$ cat config.mk
export PLATFORM = sky130hd
export DESIGN_NAME = spcr_sqrt_cell
export DESIGN_NICKNAME = d
export VERILOG_FILES = /design/src/hw/rtl/spcr_pkg.sv /design/src/hw/rtl/spcr_sqrt_cell.sv
export SDC_FILE = /design/constraint.sdc
export NUM_CORES = 1
export LEC_CHECK = 0
export BUFFER_PORTS_ARGS = -buffer_cell sky130_fd_sc_hd__buf_2
export CORE_AREA = 4 4 353 355
export CTS_BUF_LIST = sky130_fd_sc_hd__clkbuf_4 sky130_fd_sc_hd__clkbuf_8
export CTS_CLUSTER_SIZE = 14
export DETAILED_ROUTE_END_ITERATION = 16
export DIE_AREA = 0 0 357 359
export SETUP_SLACK_MARGIN = 0.1
export SYNTH_ARGS = -nofsm -noshare
export SYNTH_HDL_FRONTEND = slang
export SYNTH_SLANG_ARGS = --single-unit
$ cat constraint.sdc
create_clock -name clock -period 5.5 [get_ports clock]
set_clock_uncertainty 0.1 [all_clocks]
set_input_delay 1.65 -clock clock [delete_from_list [all_inputs] [get_ports clock]]
set_output_delay 1.65 -clock clock [all_outputs]
set_load 0.01 [all_outputs]
$ cat src/hw/rtl/spcr_pkg.sv
// Shared types and constants for the sphere pair collision resolver.
// No dependencies.
package spcr_pkg;

   localparam int ROOT_STEPS = 32;
   localparam int QUOT_STEPS = 32;

   typedef logic signed [31:0] coord_type;

   typedef struct packed {
      logic                  hit;
      coord_type [2:0]       a;
      coord_type [2:0]       b;
      logic      [2:0]       neg;
      logic      [2:0][31:0] mag;
      logic      [31:0]      rsum;
   } pair_type;

   typedef struct packed {
      logic [63:0] rad;
      logic [34:0] rem;
      logic [31:0] root;
   } root_type;

   typedef struct packed {
      logic [31:0]      divisor;
      logic             zero;
      logic [2:0][32:0] rem;
      logic [2:0][31:0] low;
      logic [2:0][31:0] quo;
   } quot_type;

endpackage

$ cat src/hw/rtl/spcr_sqrt_cell.sv
// One restoring square root step: one root bit per cell.
// Depends on spcr_pkg.
module spcr_sqrt_cell (
   input  logic               clock,
   input  logic               reset,
   input  logic               advance,
   input  logic               valid_in,
   input  spcr_pkg::pair_type pair_in,
   input  spcr_pkg::root_type root_in,
   output logic               valid_ff,
   output spcr_pkg::pair_type pair_ff,
   output spcr_pkg::root_type root_ff
);
   logic [34:0]        rem_sh;
   logic [34:0]        trial;
   spcr_pkg::root_type root_in_next;

   always_comb begin
      rem_sh = {root_in.rem[32:0], root_in.rad[63:62]};
      trial  = {1'b0, root_in.root, 2'b01};
      root_in_next.rad = {root_in.rad[61:0], 2'b00};
      if (rem_sh >= trial) begin
         root_in_next.rem  = rem_sh - trial;
         root_in_next.root = {root_in.root[30:0], 1'b1};
      end else begin
         root_in_next.rem  = rem_sh;
         root_in_next.root = {root_in.root[30:0], 1'b0};
      end
   end

   always_ff @(posedge clock) begin
      if (reset) begin
         valid_ff <= 1'b0;
      end else if (advance) begin
         valid_ff <= valid_in;
      end
   end

   always_ff @(posedge clock) begin
      if (advance) begin
         pair_ff <= pair_in;
         root_ff <= root_in_next;
      end
   end
endmodule

Word-level counts from Yosys, hierarchy flattened --
Cells that the tools add are included.
Storage, ports and cells: bits in registers 454, input bits 459, output and inout port bits 456, logic and storage cells 19
Operators by class: $add $sub $neg 1, $lt $le $gt $ge 1, muxes and demuxes 1
Operators by type and width (count):
- two-way mux 67 bit | 1
- greater-or-equal comparator 35 x 34 -> 1 bit | 1
- subtractor 35 x 34 -> 35 bit | 1

Longest topological paths before layout --
depth in word-level cells 2, gate-level depth with buffers 14, depth with buffers taken out 11

Worst setup path before layout --
No wires, ideal clock.
kind in2reg, start in root_in[0] (netlist name), end reg root_ff[66] (netlist name) (data pin), library setup time 0.256 ns, data arrival time 3.812 ns, data required time 5.144 ns, setup slack 1.332 ns, cell stages on the path 11, buffers on the path 1, cell sequence inv_1 ha_1 o211ai_1 o211ai_1 a311o_1 and3_1 or3_1 nand2_2 buf_2 a211oi_1 a31o_2
RTL lines:
- start, declared | RTL line spcr_sqrt_cell.sv:9 | input spcr_pkg::root_type root_in,
- end signal, assigned | RTL line spcr_sqrt_cell.sv:42 | root_ff <= root_in_next;
- end, declared | RTL line spcr_sqrt_cell.sv:12 | output spcr_pkg::root_type root_ff

==> results.cfg <==
[floorplanning]
initial_core_util_pct = 13.3
core_sq_mm = 0.121
die_y_um = 359
die_w_um = 357
dieArea_sq_mm = 0.128
io_pins = 915
fp-row-count = 128

[timing]
finalCritPeriodShare_pct = 77.2
timing.final.ws_setup_ns = 1.25
setup_viol = 0
setup_tns_ns = 0
tightest_slew_ns = 0.941
relSlewSlack_pct = 37.3
maxSlewViolCount = 0
fin_crit_ns = 4.25
max_freq_ghz = 0.236
grt_setup_unrepaired = false
hold_viol = 0

[clocking]
htreeDepth = 3
cts_buffer_depth = 3
ctsResizeCount = 0
clock-sinks = 454
cts_setup_buffers = 0
insertion_delay_ns = 0.71
cts_buffers = 86
clk_pin_slew_ns = 0.05
tritoncts = built
cts-root-buf = clkbuf_8
hold_buffers = 0

[job]
drv_cap = 0

[power]
vdd_drop_max_v = 0.000186
powerDensity_mw_per_mm2 = 360
leakagePower_nw = 10.2

[yosys]
synth-compound-area-share_pct = 5.15
synth_edf_count = 453
synth_top_area_share_pct = 84.6
synth-seq-cells = 454
synthMuxAreaShare_pct = 0.194
synth_top_family_by_area = compound AO/OA/AOI/OAI gates
synth-simple-area-share_pct = 4.14
ys_top_cells_by_area = edfxtp_1 (85%), ha_1 (2.6%), a21oi_1 (1.6%)
synth-xor-area-share_pct = 1.52
yosys_most_used_dff = edfxtp_1
postSynthAreaPerCell_sq_um = 18.8
syn_inst = 856
syn_area_sq_mm = 0.0161
seq_area_frac_synth_pct = 84.7
synth_cell_types = 51
synth_adder_area_share_pct = 2.64
ys.warnings.count = 0
async_flop_share_pct = 0
synth_top_area_cell = edfxtp_1

[route]
drt_pass1_iterations = 7
viasPerCell = 3.37
wl_met3_mm = 8.14
drc = 0
drtIter0Drc = 936
wl_met1_mm = 25.2
post_drt_wl_per_cell_um = 20.3
routed_wl_mm = 72.0
ant_nets = 0
vias = 11900
met2_length_mm = 35.4
top_layer_used = met5

[worst_setup_path]
cp_data_required_time_ns = 5.90
crit_arrival_ns = 4.64
cp-start-kind = input pin
crit_path_end_kind = flop
crit_type = in2reg
crit_fanout = 31

[grt]
antenna_found_initial = 56
grt_max_degree = 96
grt_pass1_vias = 12300
grt_usage_pct = 10.8
grt_overflow = 0
grt_pass1_wl_mm = 95.5

[cells_and_area]
layout_common_cells = buf_2 (909), edfxtp_1 (453), clkbuf_8 (86)
nets = 2343
drive_above_1_share_pct = 56.1
area_growth_pct = 52.7
final_common_cell = buf_2

[worst_hold_path]
hp-class = reg2reg

[placed_design]
io_buffers = 910
dp_hpwl_mm = 59.3
pre_cts_slack_ns = 0.459
place.gp.congestion = 0.880

[status]
status = complete, no violations
[synth_stat cells, types with 2 or more instances]
cell,n
buf_6,3
mux2i_1,2
a31o_2,3
and2_1,3
edfxtp_1,453
a21oi_1,51
xnor2_1,16
o21bai_1,3
nand2_1,43
a211oi_1,8
nand2b_1,8
a31oi_1,6
and3_1,8
nor3_2,3
nor2_1,44
o22ai_1,2
nand4_1,7
o211a_1,2
buf_4,2
inv_1,37
ha_1,34
clkbuf_1,17
buf_2,2
xor2_1,12
a21o_1,14
a311o_1,2
o211ai_1,5
o21a_1,4
o31ai_1,3
o21ai_0,20
nor3_1,6
nand3_1,12
nor4_1,3
[power by group]
| part | total (mW) | switching (mW) | internal [mW] |
|---|---|---|---|
| clock | 3.45 | 1.55 | 1.90 |
| sequential | 4.25 | 0.0931 | 4.16 |
| combinational | 1.15 | 0.706 | 0.445 |
[final cells by class]
type	instances	area [sq um]
inverter	38	143
fill	13200	96800
multi-input combinational	341	2200
clock buffer	105	1330
antenna	16	40.0
sequential	454	13600
clock inverter	41	429
tap	1625	2030
timing repair buffer	929	4770
[per-layer routing]
| metal | vias to the layer above | track usage [%] |
|---|---|---|
| li1 | 5318 | - |
| met1 | 5672 | 11.1 |
| met2 | 769 | 18.1 |
| met3 | 174 | 4.80 |
| met4 | 14 | 6.04 |
| met5 | - | 0 |
[cells by family (layout without fill, tap and decap cells)]
| family | count (synthesis) | count (layout) |
|---|---|---|
| AO/OA/AOI/OAI | 132 | 132 |
| buffers and inverters | 62 | 1113 |
| multiplexers | 3 | 3 |
| AND/OR/NAND/NOR | 142 | 142 |
| other | 1 | 18 |
| adder cells (fa/ha/maj) | 34 | 34 |
| flip-flops | 454 | 454 |
| XOR/XNOR | 28 | 28 |
[flip-flops by register name, summed over array words and instances, names as in the netlist]
register and count:
root_ff 129, pair_ff 324, valid_ff 1
[metrics by stage]
step / hold slack, ns / area [sq um] / total power, mW / utilization [%] / cells
floorplan: 0.428 / 16100 / 4.74 / - / 857
global placement: 0.382 / 22800 / 5.48 / 18.8 / 3387
detailed placement: 0.413 / 22800 / 5.49 / 18.8 / 3387
CTS: 0.431 / 24500 / 9.06 / 20.2 / 3533
global route: 0.469 / 24500 / 9.32 / 20.2 / 3541
finish: 0.423 / 24600 / 8.85 / 20.2 / 3549
[worst paths after layout]
check | from | endpoint | cells after the start | slack, ns
hold / removal | valid_ff | valid_ff | 2 | 0.42
setup reg to reg | valid_ff | valid_ff | 2 | 4.79
hold reg to reg | valid_ff | valid_ff | 2 | 0.42
setup / recovery | root_in[0] | root_ff[50] | 13 | 1.25
[worst max-delay path, stage by stage]
cell and delay, ns:
buf_2 0.10, inv_1 0.05, ha_1 0.39, o211ai_1 0.30
o211ai_1 0.22, a311o_1 0.51, and3_1 0.24, or3_1 0.39
nand2_2 0.08, inv_2 0.24, buf_4 0.29, nor2_1 0.12
a21oi_1 0.06
(Power assumes the default switching activity.)
