===== src/hw/rtl/spcr_pkg.sv =====
// Shared types and constants for the sphere pair collision resolver.
// No dependencies.
package spcr_pkg;

   localparam int ROOT_STEPS = 32;
   localparam int QUOT_STEPS = 32;

   typedef logic signed [31:0] coord_type;

   typedef struct packed {
      logic                  hit;
      coord_type [2:0]       a;
      coord_type [2:0]       b;
      logic      [2:0]       neg;
      logic      [2:0][31:0] mag;
      logic      [31:0]      rsum;
   } pair_type;

   typedef struct packed {
      logic [63:0] rad;
      logic [34:0] rem;
      logic [31:0] root;
   } root_type;

   typedef struct packed {
      logic [31:0]      divisor;
      logic             zero;
      logic [2:0][32:0] rem;
      logic [2:0][31:0] low;
      logic [2:0][31:0] quo;
   } quot_type;

endpackage


===== src/hw/rtl/spcr_div_cell.sv =====
// One restoring division step on three lanes: one quotient bit per cell.
// Depends on spcr_pkg.
module spcr_div_cell (
   input  logic               clock,
   input  logic               reset,
   input  logic               advance,
   input  logic               valid_in,
   input  spcr_pkg::pair_type pair_in,
   input  spcr_pkg::quot_type quot_in,
   output logic               valid_ff,
   output spcr_pkg::pair_type pair_ff,
   output spcr_pkg::quot_type quot_ff
);
   logic [32:0]        sh;
   spcr_pkg::quot_type quot_in_next;

   always_comb begin
      quot_in_next      = quot_in;
      sh                = '0;
      for (int k = 0; k < 3; k++) begin
         sh = {quot_in.rem[k][31:0], quot_in.low[k][31]};
         quot_in_next.low[k] = {quot_in.low[k][30:0], 1'b0};
         if (sh >= {1'b0, quot_in.divisor}) begin
            quot_in_next.rem[k] = sh - {1'b0, quot_in.divisor};
            quot_in_next.quo[k] = {quot_in.quo[k][30:0], 1'b1};
         end else begin
            quot_in_next.rem[k] = sh;
            quot_in_next.quo[k] = {quot_in.quo[k][30:0], 1'b0};
         end
      end
   end

   always_ff @(posedge clock) begin
      if (reset) begin
         valid_ff <= 1'b0;
      end else if (advance) begin
         valid_ff <= valid_in;
      end
   end

   always_ff @(posedge clock) begin
      if (advance) begin
         pair_ff <= pair_in;
         quot_ff <= quot_in_next;
      end
   end
endmodule


===== config.mk =====
export PLATFORM = sky130hd
export DESIGN_NAME = spcr_div_cell
export DESIGN_NICKNAME = d
export VERILOG_FILES = /design/src/hw/rtl/spcr_pkg.sv /design/src/hw/rtl/spcr_div_cell.sv
export SDC_FILE = /design/constraint.sdc
export NUM_CORES = 1
export LEC_CHECK = 0
export BUFFER_PORTS_ARGS = -buffer_cell sky130_fd_sc_hd__buf_2
export CAP_MARGIN = 10
export CORE_AREA = 2 2 510 512
export DETAILED_ROUTE_END_ITERATION = 8
export DIE_AREA = 0 0 512 514
export PLACE_DENSITY = 0.32
export SKIP_LAST_GASP = 1
export SLEW_MARGIN = 30
export SYNTH_ARGS = -nofsm -noshare
export SYNTH_HDL_FRONTEND = slang
export SYNTH_SLANG_ARGS = --single-unit

===== constraint.sdc =====
create_clock -name clock -period 6.75 [get_ports clock]
set_input_delay 0.675 -clock clock [delete_from_list [all_inputs] [get_ports clock]]
set_output_delay 0.675 -clock clock [all_outputs]
set_load 0.01 [all_outputs]

# Word-level counts from Yosys, hierarchy flattened
# Cells that the tools add are included.
# W data, S select, Z words.
# totals
regBits	646
wordCells	36
# classes
add_sub_neg	3
mux	6
order_cmp	3
# ops
cell	n
$ge A33 B32 Y1	3
$mux W33	3
$sub A33 B32 Y33	3
$mux W1	3

# Longest topological paths before layout
# depth
word_depth	2
mapped_depth	14
depth_no_buf	11

# Least setup slack after synthesis
# Ideal clock, no wire load.
# synth_path
path_kind	input -> register
start	in quot_in[310] (netlist bit)
end	reg quot_ff[217] (netlist bit), data pin
arrival_time_ns	3.074
path_slack_ns	3.415
setup_ns	0.260
cell_stages	13
required_ns	6.490
cell_sequence	inv_1 > ha_1 > a21o_1 > a21o_1 > a2111oi_2 > nor3_1 > a31o_1 > o21a_4 > nor2_8 > inv_2 > buf_6 > buf_6 > mux2_4
# synth_lines
item	line	rtl
start: declaration	spcr_div_cell.sv:9	input spcr_pkg::quot_type quot_in,
end signal: assignment	spcr_div_cell.sv:44	quot_ff <= quot_in_next;
end: declaration	spcr_div_cell.sv:12	output spcr_pkg::quot_type quot_ff

==> results.json <==
{
  "result_of_the_run": "completed",
  "chipHeight_um": 514,
  "grt_pass1_wl_um": 194500,
  "yosys_warnings": 0,
  "yosysSeqAreaShare_pct": 73.69,
  "tritoncts": "built",
  "final-instance-count-excl-fill": 6450,
  "post_synthesis_to_final_layout_area_growth_pct": 51.78,
  "cts_resized": 0,
  "drive_above_1_share_pct": 50.48,
  "synth.avg_cell_area_um2": 16.45,
  "mappedNetlistArea_um2": 26310,
  "fin_setup_tns_ns": 0,
  "internal_power_uw": 8203,
  "min-delay-start": "reset",
  "buffer_ports.inserted": 1291,
  "worst-endpoint-required_ns": 7.16,
  "r2r_end": "valid_ff",
  "critPathTopFamily": "compound AO/OA/AOI/OAI gates",
  "worstPathBufferInverterCount": 4,
  "post-place-cells": 6277,
  "route.vias.total": 20380,
  "worstHoldPathType": "in -> reg",
  "vias_per_cell": 3.160,
  "ant_nets": 0,
  "floorplan.core_area_um2": 258100,
  "netlist_instances": 1599,
  "power_switching_uw": 3323,
  "hpwlAfterDp_um": 129500,
  "number_of_antenna_violations_at_the_first_check_in_global_routing": 176,
  "clock_sink_count": 646,
  "min_delay_path_depth": 2,
  "slew_headroom_pct": 39.80,
  "gp_congestion": 0.7991,
  "power.switching_fraction_pct": 28.83,
  "layout.nets": 3716,
  "cts_htree_levels": 3,
  "grt_max_degree": 123,
  "floorplan.die_area_um2": 263200,
  "combinationalPowerShare_pct": 16.3,
  "final.min_clock_period_ns": 4.066,
  "max_freq_mhz": 246.0,
  "worst_setup_path_start_kind": "input port",
  "regToRegStartpoint": "valid_ff",
  "post_cts.repair.setup_buffers": 0,
  "totalWireLength_um": 153200,
  "timing.setup.critical_path_class": "in -> reg",
  "row_count": 187,
  "numCtsBuffers": 87,
  "ys_dominant_reg_cell": "sky130_fd_sc_hd__edfxtp_1",
  "design.portCount": 1301,
  "clock_power_share_pct": 40.6,
  "layout.core_utilization_pct": 15.47,
  "initial_utilization_pct": 10.19,
  "initialDrtViolationCount": 1153,
  "worstSkewPairLatency_ns": 0.72,
  "grt_pass1_vias": 20470,
  "postSynthRegisterBits": 646,
  "clockBufferDepth": 3,
  "global_route.usage.met2_pct": 21.55,
  "slowest_delay_ns": 0.53,
  "fillCellCount": 28960,
  "max-cap-violations": 0,
  "endpoint_kind": "flip-flop",
  "worstSetupPathDepth": 12,
  "setup_violations": 0,
  "async_reset_ff_share_pct": 0,
  "cts.reportedPaths.clkPinSlew_ns": 0.05,
  "reg2reg_depth": 2,
  "cellPowerDensity_nw_per_um2": 288.6,
  "synth_enable_flop_cells": 645,
  "cp_cell_sequence": "buf_2 -> inv_1 -> ha_1 -> a2111o_1 -> o21ai_1 -> o211ai_1 -> a311oi_2 -> nor3_1 -> a31oi_4 -> inv_2 -> buf_4 -> mux2_4",
  "holdPathEnd": "valid_ff",
  "worstPathMaxFanout": 20,
  "die_x_um": 512,
  "grtUsageTotal_pct": 11.08,
  "worst_slew_pin_slew_ns": 0.9030,
  "fin_crit_share_pct": 60.23,
  "timing.clock.skew_ns": 0,
  "grt.met1_usage_pct": 11.11,
  "grtUsageMet3_pct": 3.723,
  "critical_path.slowest_cell": "sky130_fd_sc_hd__a311oi_2",
  "grt.busiest_layer": "met2",
  "cp.arrival_ns": 4.48,
  "synth_cell_types": 80,
  "final_max_slew_viols": 0,
  "drt_pass1_iterations": 7,
  "worst_ir_drop_vdd_uv": 185.2,
  "share_seq_of_total_power_pct": 43.1,
  "route.detailed.drc": 0,
  "unrepaired_setup_endpoints_after_global_routing": "false",
  "finalHoldViolations": 0,
  "avgRoutedWirePerCell_um": 23.74,
  "cts_root_buffer": "sky130_fd_sc_hd__clkbuf_16",
  "hold_slack_ns": 0.1072,
  "setup_slack_on_the_worst_flop_to_flop_path_ns": 6.15,
  "total_leakage_power_uw": 0.01614,
  "globalRouteOverflowTotal": 0
}
-- timing repair --
action	in CTS	in global routing
setup endpoints to repair	0	0
hold buffers	1	0
endpoints found under the hold margin	1	0
-- power by group through the flow --
stage,Sequential (uW),Combinational [uW],Clock [uW]
global route,5000,2040,5040
floorplan,5230,620,0
finish,4960,1880,4680
detailed placement,5050,1940,0
CTS,4970,1950,4910
global placement,5050,1940,0
-- logic make-up (layout without fill, tap and decap cells) --
group,count (synthesis),in the layout,synth area share [%]
simple gates,265,265,4.917
mux,90,90,4.252
fa+ha+maj,99,99,4.794
compound gates,317,317,8.004
buf+inv,102,1538,1.698
flops,646,646,73.69
other cells,1,14,0.01425
xor+xnor,79,79,2.630
-- routing by layer --
metal | up-vias | part of all wire (%)
li1 | 8998 | -
met3 | 396 | 7.9
met5 | - | 0.16
met1 | 9849 | 34
met2 | 1101 | 54
met4 | 36 | 3.2
-- worst register-to-register path, delay by kind of cell (launching register included) --
family	cells	cell delay (ns)
flops	1	0.30
mux	1	0.13
simple gates	1	0.05
-- state kept, by name, summed over array words and instances (netlist names) --
register / flops
valid_ff: 1
quot_ff: 321
pair_ff: 324
-- worst max-delay path by stage --
stage,startpoint,endpoint
2_1_floorplan,quot_in[310],quot_ff[217]
3_3_place_gp,quot_in[314],quot_ff[266]
3_5_place_dp,quot_in[314],quot_ff[280]
4_1_cts,quot_in[314],quot_ff[274]
5_1_grt,quot_in[314],quot_ff[264]
6_report,quot_in[298],quot_ff[263]
-- cells in the final DEF, fill, tap and decap left out, types with 7 or more instances in the layout --
cell type	synthesis	layout
sky130_fd_sc_hd__buf_2	3	1290
sky130_fd_sc_hd__edfxtp_1	645	645
sky130_fd_sc_hd__ha_1	96	96
sky130_fd_sc_hd__a21oi_1	93	93
sky130_fd_sc_hd__clkbuf_16	0	87
sky130_fd_sc_hd__nand2_1	74	74
sky130_fd_sc_hd__nor2_1	64	64
sky130_fd_sc_hd__inv_1	63	63
sky130_fd_sc_hd__xnor2_1	55	55
sky130_fd_sc_hd__o21ai_0	53	53
sky130_fd_sc_hd__mux2_2	45	45
sky130_fd_sc_hd__a21o_1	38	38
sky130_fd_sc_hd__mux2_4	31	31
sky130_fd_sc_hd__nand3_1	27	27
sky130_fd_sc_hd__nor3_1	25	25
sky130_fd_sc_hd__xor2_1	24	24
sky130_fd_sc_hd__a31oi_1	19	19
sky130_fd_sc_hd__clkinv_1	0	18
sky130_fd_sc_hd__and3_1	16	16
sky130_fd_sc_hd__buf_4	6	16
sky130_fd_sc_hd__o21a_1	15	15
sky130_fd_sc_hd__o21bai_1	15	15
sky130_fd_sc_hd__clkbuf_1	23	15
sky130_fd_sc_hd__clkinv_2	0	14
sky130_fd_sc_hd__nor2b_1	12	12
sky130_fd_sc_hd__diode_2	0	11
sky130_fd_sc_hd__nand4_1	10	10
sky130_fd_sc_hd__o211ai_1	9	9
sky130_fd_sc_hd__mux2i_1	9	9
sky130_fd_sc_hd__inv_6	0	8
sky130_fd_sc_hd__a211oi_1	7	7
sky130_fd_sc_hd__or3_1	7	7
-- per-stage QoR --
step	total power (uW)	setup WS [ns]	instance area, um^2
after floorplan	5851	3.415	26320
after global placement	6992	1.872	37050
after detailed placement	6984	1.876	37050
after CTS	11830	2.635	39910
after global routing	12080	2.535	39920
final	11530	2.684	39930
-- synthesized netlist by cell type (all sizes together) (4+ instances only) --
cell type | instances | area, um^2
a21bo | 4 | 40.04
nor2b | 12 | 75.07
a21boi | 4 | 30.03
nand4 | 10 | 62.56
nand2b | 6 | 37.54
xor2 | 24 | 210.2
o31ai | 6 | 45.04
a21o | 38 | 285.3
nand2 | 74 | 277.8
o21ai | 54 | 270.3
a21oi | 94 | 474.2
inv | 65 | 244.0
clkbuf | 23 | 86.33
a31oi | 20 | 140.1
a41oi | 4 | 35.03
a31o | 4 | 35.04
nor4 | 4 | 25.02
mux2i | 9 | 90.09
buf | 14 | 116.4
mux2 | 81 | 1028
and3 | 16 | 100.1
a211oi | 7 | 52.55
xnor2 | 55 | 481.7
nor2 | 65 | 260.3
edfxtp | 645 | 19370
o21a | 16 | 127.6
o31a | 4 | 35.03
o211ai | 9 | 67.56
o21bai | 16 | 123.9
o2111ai | 6 | 52.55
or3 | 7 | 43.79
nor3 | 25 | 125.1
nand3 | 27 | 135.1
ha | 96 | 1201
-- layout make-up --
| cell class | instances | area, um^2 | share of cell area [%] |
|---|---|---|---|
| Antenna cell | 11 | 27.53 | 0.06893 |
| Clock inverter | 57 | 584.3 | 1.463 |
| Inverter | 65 | 244.0 | 0.6110 |
| Tap cell | 3402 | 4257 | 10.66 |
| Timing Repair Buffer | 1312 | 6681 | 16.73 |
| Sequential cell | 646 | 19390 | 48.55 |
| Clock buffer | 104 | 2261 | 5.662 |
| Multi-Input combinational cell | 853 | 6490 | 16.25 |
(Power assumes the default switching activity.)
